[config.mk]
export PLATFORM = sky130hd
export DESIGN_NAME = text_encoding_detector_flat
export DESIGN_NICKNAME = d
export VERILOG_FILES = /design/src/design/tedet_pkg.sv /design/src/design/tedet_if.sv /design/src/design/tedet_step.sv /design/src/design/text_encoding_detector.sv /design/src/flat_wrapper.sv
export SDC_FILE = /design/constraint.sdc
export NUM_CORES = 1
export LEC_CHECK = 0
export BUFFER_PORTS_ARGS = -buffer_cell sky130_fd_sc_hd__buf_2
export CAP_MARGIN = 20
export CORE_MARGIN = 8
export CORE_UTILIZATION = 54
export CTS_CLUSTER_SIZE = 30
export DETAILED_ROUTE_END_ITERATION = 7
export GPL_TIMING_DRIVEN = 0
export MAX_ROUTING_LAYER = met4
export PLACE_DENSITY = 0.89
export REMOVE_ABC_BUFFERS = 1
export SLEW_MARGIN = 20
export SYNTH_ARGS = -nofsm -noshare
export SYNTH_HDL_FRONTEND = slang
export SYNTH_SLANG_ARGS = --single-unit
[constraint.sdc]
create_clock -name i_clk -period 1.9 [get_ports i_clk]
set_input_delay 0.095 -clock i_clk [delete_from_list [all_inputs] [get_ports i_clk]]
set_output_delay 0.095 -clock i_clk [all_outputs]
set_load 0.01 [all_outputs]
[src/design/tedet_pkg.sv]
// Package of the text encoding detector: verdict codes, mark bytes and state type.
package tedet_pkg;

    // Verdict codes
    localparam logic [2:0] ENC_8BIT       = 3'd0;
    localparam logic [2:0] ENC_16BE       = 3'd1;
    localparam logic [2:0] ENC_16LE       = 3'd2;
    localparam logic [2:0] ENC_UTF8_BOM   = 3'd3;
    localparam logic [2:0] ENC_UTF8_NOBOM = 3'd4;

    // Byte-order mark bytes
    localparam logic [7:0] BYTE_FE = 8'hFE;
    localparam logic [7:0] BYTE_FF = 8'hFF;
    localparam logic [7:0] BYTE_EF = 8'hEF;
    localparam logic [7:0] BYTE_BB = 8'hBB;
    localparam logic [7:0] BYTE_BF = 8'hBF;

    // Bit positions in the mark flags
    localparam int FLAG_BE   = 0;
    localparam int FLAG_LE   = 1;
    localparam int FLAG_UTF8 = 2;

    // Detector state carried from one word to the next.
    typedef struct packed {
        logic [1:0] byte_position;
        logic [2:0] bom_match_flags;
        logic [1:0] pending_continuations;
        logic       pending_bad;
        logic       rejected;
        logic       ascii_only;
    } t_state;

    localparam t_state STATE_INIT = '{
        byte_position:         2'd0,
        bom_match_flags:       3'b111,
        pending_continuations: 2'd0,
        pending_bad:           1'b0,
        rejected:              1'b0,
        ascii_only:            1'b1
    };

endpackage

[src/design/tedet_if.sv]
// Handshake interfaces of the text encoding detector: byte channel and verdict channel.
interface tedet_byte_if;
    logic       valid;
    logic       ready;
    logic [7:0] byte_value;
    logic       last_byte;

    modport source (output valid, output byte_value, output last_byte, input ready);
    modport sink   (input valid, input byte_value, input last_byte, output ready);
endinterface

interface tedet_enc_if;
    logic       valid;
    logic       ready;
    logic [2:0] encoding;

    modport source (output valid, output encoding, input ready);
    modport sink   (input valid, input encoding, output ready);
endinterface

[src/design/tedet_step.sv]
// Next-state and verdict logic of the detector for one byte.
module tedet_step (
    input  tedet_pkg::t_state i_state,
    input  logic [7:0]        i_byte,
    output tedet_pkg::t_state o_state,
    output logic [2:0]        o_encoding
);
    import tedet_pkg::*;

    logic [2:0] mark_mask;
    logic [2:0] flags;
    logic [1:0] pos_next;
    logic       cont_bad;
    logic [1:0] cont_left;
    t_state     nxt;

    // Mark matching: which marks the byte at this position still allows.
    always_comb begin
        case (i_state.byte_position)
            2'd0: begin
                mark_mask = {i_byte == BYTE_EF, i_byte == BYTE_FF, i_byte == BYTE_FE};
            end
            2'd1: begin
                mark_mask = {i_byte == BYTE_BB, i_byte == BYTE_FE, i_byte == BYTE_FF};
            end
            2'd2: begin
                mark_mask = {i_byte == BYTE_BF, 2'b11};
            end
            default: begin
                mark_mask = 3'b111;
            end
        endcase
    end

    assign flags     = i_state.bom_match_flags & mark_mask;
    assign pos_next  = (i_state.byte_position == 2'd3) ? 2'd3 : i_state.byte_position + 2'd1;
    assign cont_bad  = i_state.pending_bad | (i_byte[7:6] != 2'b10);
    assign cont_left = i_state.pending_continuations - 2'd1;

    // UTF-8 validation of one byte.
    always_comb begin
        nxt                 = i_state;
        nxt.byte_position   = pos_next;
        nxt.bom_match_flags = flags;
        if (i_state.rejected) begin
            nxt.rejected = 1'b1;
        end else if (i_state.pending_continuations != 2'd0) begin
            // A byte owed to an open sequence is never read as a lead.
            nxt.pending_continuations = cont_left;
            if (cont_left == 2'd0) begin
                nxt.rejected    = cont_bad;
                nxt.pending_bad = 1'b0;
            end else begin
                nxt.pending_bad = cont_bad;
            end
        end else begin
            case (i_byte) inside
                8'h00: begin
                    nxt.ascii_only = 1'b0;
                    nxt.rejected   = 1'b1;
                end
                [8'h01:8'h7F]: begin
                end
                [8'hC0:8'hDF]: begin
                    nxt.ascii_only            = 1'b0;
                    nxt.pending_continuations = 2'd1;
                    nxt.pending_bad           = (i_byte[4:0] == 5'd0);
                end
                [8'hE0:8'hEF]: begin
                    nxt.ascii_only            = 1'b0;
                    nxt.pending_continuations = 2'd2;
                    nxt.pending_bad           = (i_byte[3:0] == 4'd0);
                end
                default: begin
                    // Stray continuation or a lead of F0 and above.
                    nxt.ascii_only = 1'b0;
                    nxt.rejected   = 1'b1;
                end
            endcase
        end
    end

    // Verdict as it would stand if this byte ended the stream.
    always_comb begin
        if (pos_next >= 2'd2 && flags[FLAG_BE]) begin
            o_encoding = ENC_16BE;
        end else if (pos_next >= 2'd2 && flags[FLAG_LE]) begin
            o_encoding = ENC_16LE;
        end else if (pos_next == 2'd3 && flags[FLAG_UTF8]) begin
            o_encoding = ENC_UTF8_BOM;
        end else if (!nxt.ascii_only && !nxt.rejected) begin
            o_encoding = ENC_UTF8_NOBOM;
        end else begin
            o_encoding = ENC_8BIT;
        end
    end

    assign o_state = nxt;

endmodule

[src/design/text_encoding_detector.sv]
// Top level of the text encoding detector: input register, step logic, verdict register.
//
//  channel | direction | word                     | accepted when
//  i_in    | in        | byte_value, last_byte    | valid && ready at rising i_clk
//  o_out   | out       | encoding                 | valid && ready at rising i_clk
//
// One byte a cycle is taken while no last byte waits on a stalled verdict; each byte
// is held in the input register and the step logic updates the stream state as it
// leaves it. A verdict is written to the output register as the last byte leaves the
// input register.
// Synchronous active-low reset clears both valid flags and returns the stream state.
// A stalled verdict holds the output register; ordinary bytes still flow past it and
// only a further last byte waits until the verdict is taken.
module text_encoding_detector (
    input  logic      i_clk,
    input  logic      i_rst_n,
    tedet_byte_if.sink  i_in,
    tedet_enc_if.source o_out
);
    import tedet_pkg::*;

    logic       r_in_valid;
    logic [7:0] r_in_byte;
    logic       r_in_last;
    t_state     r_state;
    t_state     n_state;
    logic       r_out_valid;
    logic [2:0] r_out_enc;
    logic [2:0] n_out_enc;
    logic       out_free;
    logic       stage_move;

    // Flow control between the two registers.
    assign out_free   = !r_out_valid || o_out.ready;
    assign stage_move = r_in_valid && (!r_in_last || out_free);
    assign i_in.ready = !r_in_valid || stage_move;

    // Input register.
    always_ff @(posedge i_clk) begin
        if (!i_rst_n) begin
            r_in_valid <= 1'b0;
        end else if (i_in.ready) begin
            r_in_valid <= i_in.valid;
        end
    end

    always_ff @(posedge i_clk) begin
        if (i_in.ready && i_in.valid) begin
            r_in_byte <= i_in.byte_value;
            r_in_last <= i_in.last_byte;
        end
    end

    tedet_step u_step (
        .i_state    (r_state),
        .i_byte     (r_in_byte),
        .o_state    (n_state),
        .o_encoding (n_out_enc)
    );

    // Stream state; a last byte returns it to its initial value.
    always_ff @(posedge i_clk) begin
        if (!i_rst_n) begin
            r_state <= STATE_INIT;
        end else if (stage_move) begin
            r_state <= r_in_last ? STATE_INIT : n_state;
        end
    end

    // Verdict register.
    always_ff @(posedge i_clk) begin
        if (!i_rst_n) begin
            r_out_valid <= 1'b0;
        end else if (out_free) begin
            r_out_valid <= stage_move && r_in_last;
        end
    end

    always_ff @(posedge i_clk) begin
        if (stage_move && r_in_last) begin
            r_out_enc <= n_out_enc;
        end
    end

    assign o_out.valid    = r_out_valid;
    assign o_out.encoding = r_out_enc;

endmodule

[src/flat_wrapper.sv]
// flat-port wrapper written by rule: the top's interface ports become plain ports
module text_encoding_detector_flat import tedet_pkg::*;
  (i_clk, i_rst_n, i_in_valid, i_in_byte_value, i_in_last_byte, i_in_ready, o_out_valid, o_out_encoding, o_out_ready);
  tedet_byte_if i_in_i ();
  tedet_enc_if o_out_i ();
  input  logic i_clk;
  input  logic i_rst_n;
  input wire logic [$bits(i_in_i.valid)-1:0] i_in_valid;
  input wire logic [$bits(i_in_i.byte_value)-1:0] i_in_byte_value;
  input wire logic [$bits(i_in_i.last_byte)-1:0] i_in_last_byte;
  output wire logic [$bits(i_in_i.ready)-1:0] i_in_ready;
  output wire logic [$bits(o_out_i.valid)-1:0] o_out_valid;
  output wire logic [$bits(o_out_i.encoding)-1:0] o_out_encoding;
  input wire logic [$bits(o_out_i.ready)-1:0] o_out_ready;
  assign i_in_i.valid = i_in_valid;
  assign i_in_i.byte_value = i_in_byte_value;
  assign i_in_i.last_byte = i_in_last_byte;
  assign i_in_ready = i_in_i.ready;
  assign o_out_valid = o_out_i.valid;
  assign o_out_encoding = o_out_i.encoding;
  assign o_out_i.ready = o_out_ready;
  text_encoding_detector u_core (.i_clk(i_clk), .i_rst_n(i_rst_n), .i_in(i_in_i), .o_out(o_out_i));
endmodule
# ---- Word level (Yosys, flattened, before mapping)
# Cells that the tools add are included.
dict set report classes {
  n_eq_ne 13
  n_mul 0
  magnitude_cmp 7
  div_mod_pow 0
  shift 0
  addsub 2
  n_bitwise 2
  muxes 23
  n_reduce_logical 27
}
# operator n
set ops {}
lappend ops {{$eq 8x8->1 const B} 5}
lappend ops {{$mux 3} 6}
lappend ops {{$ge 8x8->1 const B} 2}
lappend ops {{$le 8x8->1 const B} 2}
lappend ops {{$mux 1} 11}
lappend ops {{$logic_and 1x1->1} 10}
lappend ops {{$mux 10} 1}
lappend ops {{$pmux 3 s3} 1}
lappend ops {{$ge 8x1->1 const B} 1}
lappend ops {{$le 8x7->1 const B} 1}
lappend ops {{$logic_not 8->1} 1}
lappend ops {{$eq 2x2->1 const B} 3}
lappend ops {{$mux 2} 3}
lappend ops {{$ne 3x2->1 const B} 2}
lappend ops {{$logic_not 1->1} 5}
lappend ops {{$logic_not 5->1} 1}
lappend ops {{$reduce_and 5->1} 1}
lappend ops {{$logic_not 2->1} 2}
lappend ops {{$logic_not 4->1} 1}
lappend ops {{$mux 4} 1}
lappend ops {{$reduce_bool 4->1} 1}
lappend ops {{$and 3x3->3} 1}
lappend ops {{$logic_or 1x1->1} 3}
lappend ops {{$reduce_or 3->1} 1}
lappend ops {{8 further kinds} 8}
dict set report word_totals {
  mem_bits_rw 0
  memories 0
  mem_bits_ro 0
  regBits 24
  out_inout_bits 5
  latch_bits 0
  elab_cells 86
}

# ---- Longest topological paths before layout
dict set report logic_depth {
  ltp_word 13
  ltp_mapped 6
  mapped_depth_nobuf 5
}

# ---- By module
# Synthesis repeated with hierarchy kept, for this count alone.
dict set report hier_totals {
  hier_cells 108
  area_unflattened_um2 1174.9
}
# module cells_each area_per_inst_um2 instances seq_area_each_um2
set by_module_without_submodules {}
lappend by_module_without_submodules {text_encoding_detector 50 789.5 1 600.6}
lappend by_module_without_submodules {tedet_step 58 385.4 1 0.0}

# ---- Least setup slack after synthesis
# Ideal clock, no wire load.
dict set report synth_timing {
  path_kind {register -> register}
  start {reg u_core.r_in_byte[0]}
  end {reg u_core.r_out_enc[2], in the netlist u_core.o_out.encoding[2], data pin}
  setup_slack_ns 0.288
  setup_ns 0.133
  arrival_ns 1.479
  synth_period_minus_slack_ns 1.612
  path_stages_with_launch 6
  path_cell_list {edfxtp_1 nor4_1 a21oi_1 or4_1 nand2_1 and4bb_2}
}
dict set report synth_between {
  elab_chain_len 11
  elab_cells_between_ends 35
}
# element line_no
set synth_lines {}
lappend synth_lines {{start, declared} text_encoding_detector.sv:23} ;# logic [7:0] r_in_byte;
lappend synth_lines {{start signal, assigned} text_encoding_detector.sv:49} ;# r_in_byte <= i_in.byte_value;
lappend synth_lines {{$ge 8x8->1 (no line) or $le 8x8->1 (tied branches)} --}
lappend synth_lines {{$logic_and 1x1->1 (no line)} --}
lappend synth_lines {{$mux 1 (4 in series)} tedet_step.sv:57} ;# case (i_byte) inside
lappend synth_lines {{$mux 4} tedet_step.sv:47} ;# end else if (i_state.pending_continuations != 2'd0) begin
lappend synth_lines {{$mux 1} tedet_step.sv:45} ;# if (i_state.rejected) begin
lappend synth_lines {{$logic_not 1->1} tedet_step.sv:91} ;# end else if (!nxt.ascii_only && !nxt.rejected) begin
lappend synth_lines {{$logic_and 1x1->1} tedet_step.sv:91}
lappend synth_lines {{$mux 3} tedet_step.sv:91}
lappend synth_lines {{end signal, assigned} text_encoding_detector.sv:81} ;# r_out_enc <= n_out_enc;
lappend synth_lines {{end, declared} text_encoding_detector.sv:28} ;# logic [2:0] r_out_enc;
# Several ways; a longest one is shown, not always the timed one.
# A chain may end at the register's enable or synchronous reset.

# ---- Worst setup path after layout
# Same ends and word-level chain as after synthesis.

==> flow_summary.ini <==
[clocking]
cts-root-buf = clkbuf_4
post_cts_buffers = 0
cts_made_buffers = 3
clkLatencyLatePin_ns = 0.32
clock-sinks = 24
cts_tree = yes
cts.htree.levels = 1
cts.clk_slew.worst_paths_ns = 0.13
cts.path.max_buffers = 2

[yosys]
ys.flop_type = edfxtp_1
synth_cell_types = 34
synth_edf_count = 12
synth_warnings = 0
synth_area_per_cell_sq_um = 9.70
synthCells = 116
synth-seq-cells = 24
synthArstFlopShare_pct = 0
yosysSeqAreaShare_pct = 53.4
syn-cell-area_sq_mm = 0.00112

[floorplan]
die_h_um = 61.6
boundaryPins = 18
initial_core_util_pct = 57.3
rows = 16
dieArea_sq_mm = 0.00380
coreArea_sq_mm = 0.00196
die_w_um = 61.6

[placed_design]
hpwl_um = 1670
dp_slack_ns = 0.0367
io_buffers = 17
gp_congestion = 0.826

[worst_setup_path]
arrival_ns = 2.03
slowest_stage = edfxtp_1
crit_buf_inv = 0
endpoint_kind = register
critPathTopFamily = simple AND/OR/NAND/NOR gates
slowest_delay_ns = 0.44
worst_ep_required_time_ns = 2.10
crit_path_cell_trace = nor4_2 > a21oi_1 > or4_1 > nand2_1 > and4bb_2
crit_fanout = 3
worst_setup_path_start_kind = register
critPathKind = register to register

[min_path]
hold_path_class = input port to register

[layout]
utilization_pct = 69.3
nets = 158
area_delta_synth_final_pct = 20.8
antenna-diode-count = 0
fillCellCount = 154
seqCellArea_sq_um = 601
multi_input_area_sq_um = 500
drive_gt1_share_pct = 18.8

[global_routing]
grt_max_degree = 14
overflow = 0
grt_pass1_wl_um = 4090
antenna_found_initial = 0
grt_usage_pct = 14.9
grt_pass1_vias = 932

[routing]
drt_wl_total_um = 2410
via_per_inst = 5.65
dr.pass1.iters = 4
vias = 966
postRouteAntennaNets = 0
drc = 0
drtIter0Drc = 46
wire_per_inst_um = 14.1

[sta]
relSlewSlack_pct = 41.6
fmax_mhz = 548
hold_violations = 0
post-route-min-period_ns = 1.83
finalCritPeriodShare_pct = 96.1
rsz0062_at_grt = false
slew_violations = 0
fin_skew_ns = 0.00872
finalSetupTns_ns = 0
worst_pin_slew_ns = 0.873
layout_setup_ws_ns = 0.0737
finalSetupViolCount = 0

[outcome]
status = finished, final reports clean

[power_and_ir_drop]
power_density_mw_per_mm2 = 676
p_leak_uw = 0.000544
irDropWorstVdd_v = 0.000623

[run]
maxCapViolations = 0
synth_stat cells, types with 2 or more instances:
| master | count | area (sq um) |
|---|---|---|
| and2_1 | 2 | 12.5 |
| nor2b_1 | 6 | 37.5 |
| nand2_1 | 14 | 52.6 |
| nor2_1 | 7 | 26.3 |
| a31oi_1 | 4 | 25.0 |
| nor3_1 | 3 | 15.0 |
| a21oi_1 | 5 | 25.0 |
| and3_1 | 5 | 31.3 |
| edfxtp_1 | 12 | 360 |
| a31o_2 | 2 | 17.5 |
| inv_1 | 6 | 22.5 |
| nand3_1 | 4 | 20.0 |
| a21boi_0 | 3 | 22.5 |
| nand2b_1 | 3 | 18.8 |
| o21ai_0 | 9 | 45.0 |
| dfxtp_1 | 12 | 240 |
| clkbuf_1 | 2 | 7.51 |
routing by layer:
metal / track usage [%] / part of all wire [%]
met2: 25.3 / 49
met1: 15.8 / 43
met3: 3.97 / 6.2
met5: - / 0
met4: 7.14 / 2.4
worst register-to-register path, stage by stage, from the launching register on:
cell      delay [ns]
edfxtp_1        0.44
nor4_2          0.36
a21oi_1         0.15
or4_1           0.44
nand2_1         0.09
and4bb_2        0.22
report_power, final:
part | leakage [uW] | internal [uW] | switching [uW] | total (uW)
Combinational | 0.000315 | 49.9 | 48.8 | 98.7
Clock | 0.0000154 | 77.1 | 151 | 229
Sequential | 0.000213 | 569 | 21.6 | 591
path summary, 6_finish.rpt:
path                                     startpoint                       end  cells after the start  slack [ns]
worst max-delay path            u_core.r_in_byte[0]  u_core.o_out.encoding[2]                      5        0.07
worst min-delay path                     i_in_valid         u_core.r_in_valid                      3        0.04
worst max register to register  u_core.r_in_byte[0]  u_core.o_out.encoding[2]                      5        0.07
worst min register to register    u_core.r_state[0]         u_core.r_state[0]                      2        0.48
area by class of cell:
type                    count  share of cell area (%)
repair buffers             26                    12.9
well taps                  27                    2.49
clock buffers               3                    1.66
flip-flops and latches     24                    44.2
multi-input cells          84                    36.8
clock inverters             1                   0.276
inverters                   6                    1.66
metrics by stage:
stage               instance area [sq um]  total power [uW]  std cells  hold WS (ns)
floorplan                            1120               650        114         0.194
global placement                     1240               678        158         0.271
detailed placement                   1240               683        158         0.273
CTS                                  1360               916        171        0.0363
global route                         1360               958        171        0.0482
finish                               1360               918        171        0.0358
repair_timing:
| item | CTS | global route |
|---|---|---|
| resized for setup | 1 | 0 |
| hold buffers | 9 | 0 |
| endpoints found under the hold margin | 9 | 0 |
| setup endpoints to repair | 1 | 0 |
cell families (layout without fill, tap and decap cells):
kind of cell,after synthesis,in the layout,synth area share (%)
DFF,24,24,53.4
and+or+nand+nor,53,53,26.0
buffers and inverters,8,36,2.67
AOI/OAI and AO/OA,30,30,16.9
muxes,1,1,1.00
placed cells by master (no fill, tap or decap), drive strengths merged:
| master | n |
|---|---|
| a21boi | 3 |
| nand4b | 1 |
| o311ai | 1 |
| and2 | 3 |
| o31ai | 1 |
| clkinv | 1 |
| nand2 | 14 |
| dlygate4sd3 | 9 |
| nand4 | 1 |
| a2111oi | 1 |
| nand3 | 4 |
| nor4 | 1 |
| o21a | 1 |
| a31oi | 4 |
| and3 | 5 |
| o22ai | 1 |
| edfxtp | 12 |
| or4 | 1 |
| inv | 6 |
| mux2 | 1 |
| or2b | 1 |
| or4b | 1 |
| a21oi | 5 |
| nand3b | 1 |
| buf | 17 |
| nor2 | 7 |
| dfxtp | 12 |
| clkbuf | 3 |
| o21ai | 9 |
| nor2b | 6 |
| a311oi | 1 |
| nand2b | 3 |
| nor3 | 3 |
| a31o | 2 |
| and4bb | 1 |
| a211oi | 1 |
state kept, by name, summed over array words and instances (netlist names):
signal / count
u_core.r_in_last: 1
u_core.r_state: 10
u_core.r_in_valid: 1
u_core.o_out.encoding: 3
u_core.r_in_byte: 8
u_core.o_out.valid: 1
Note: power is estimated with default switching activity, not from simulation.
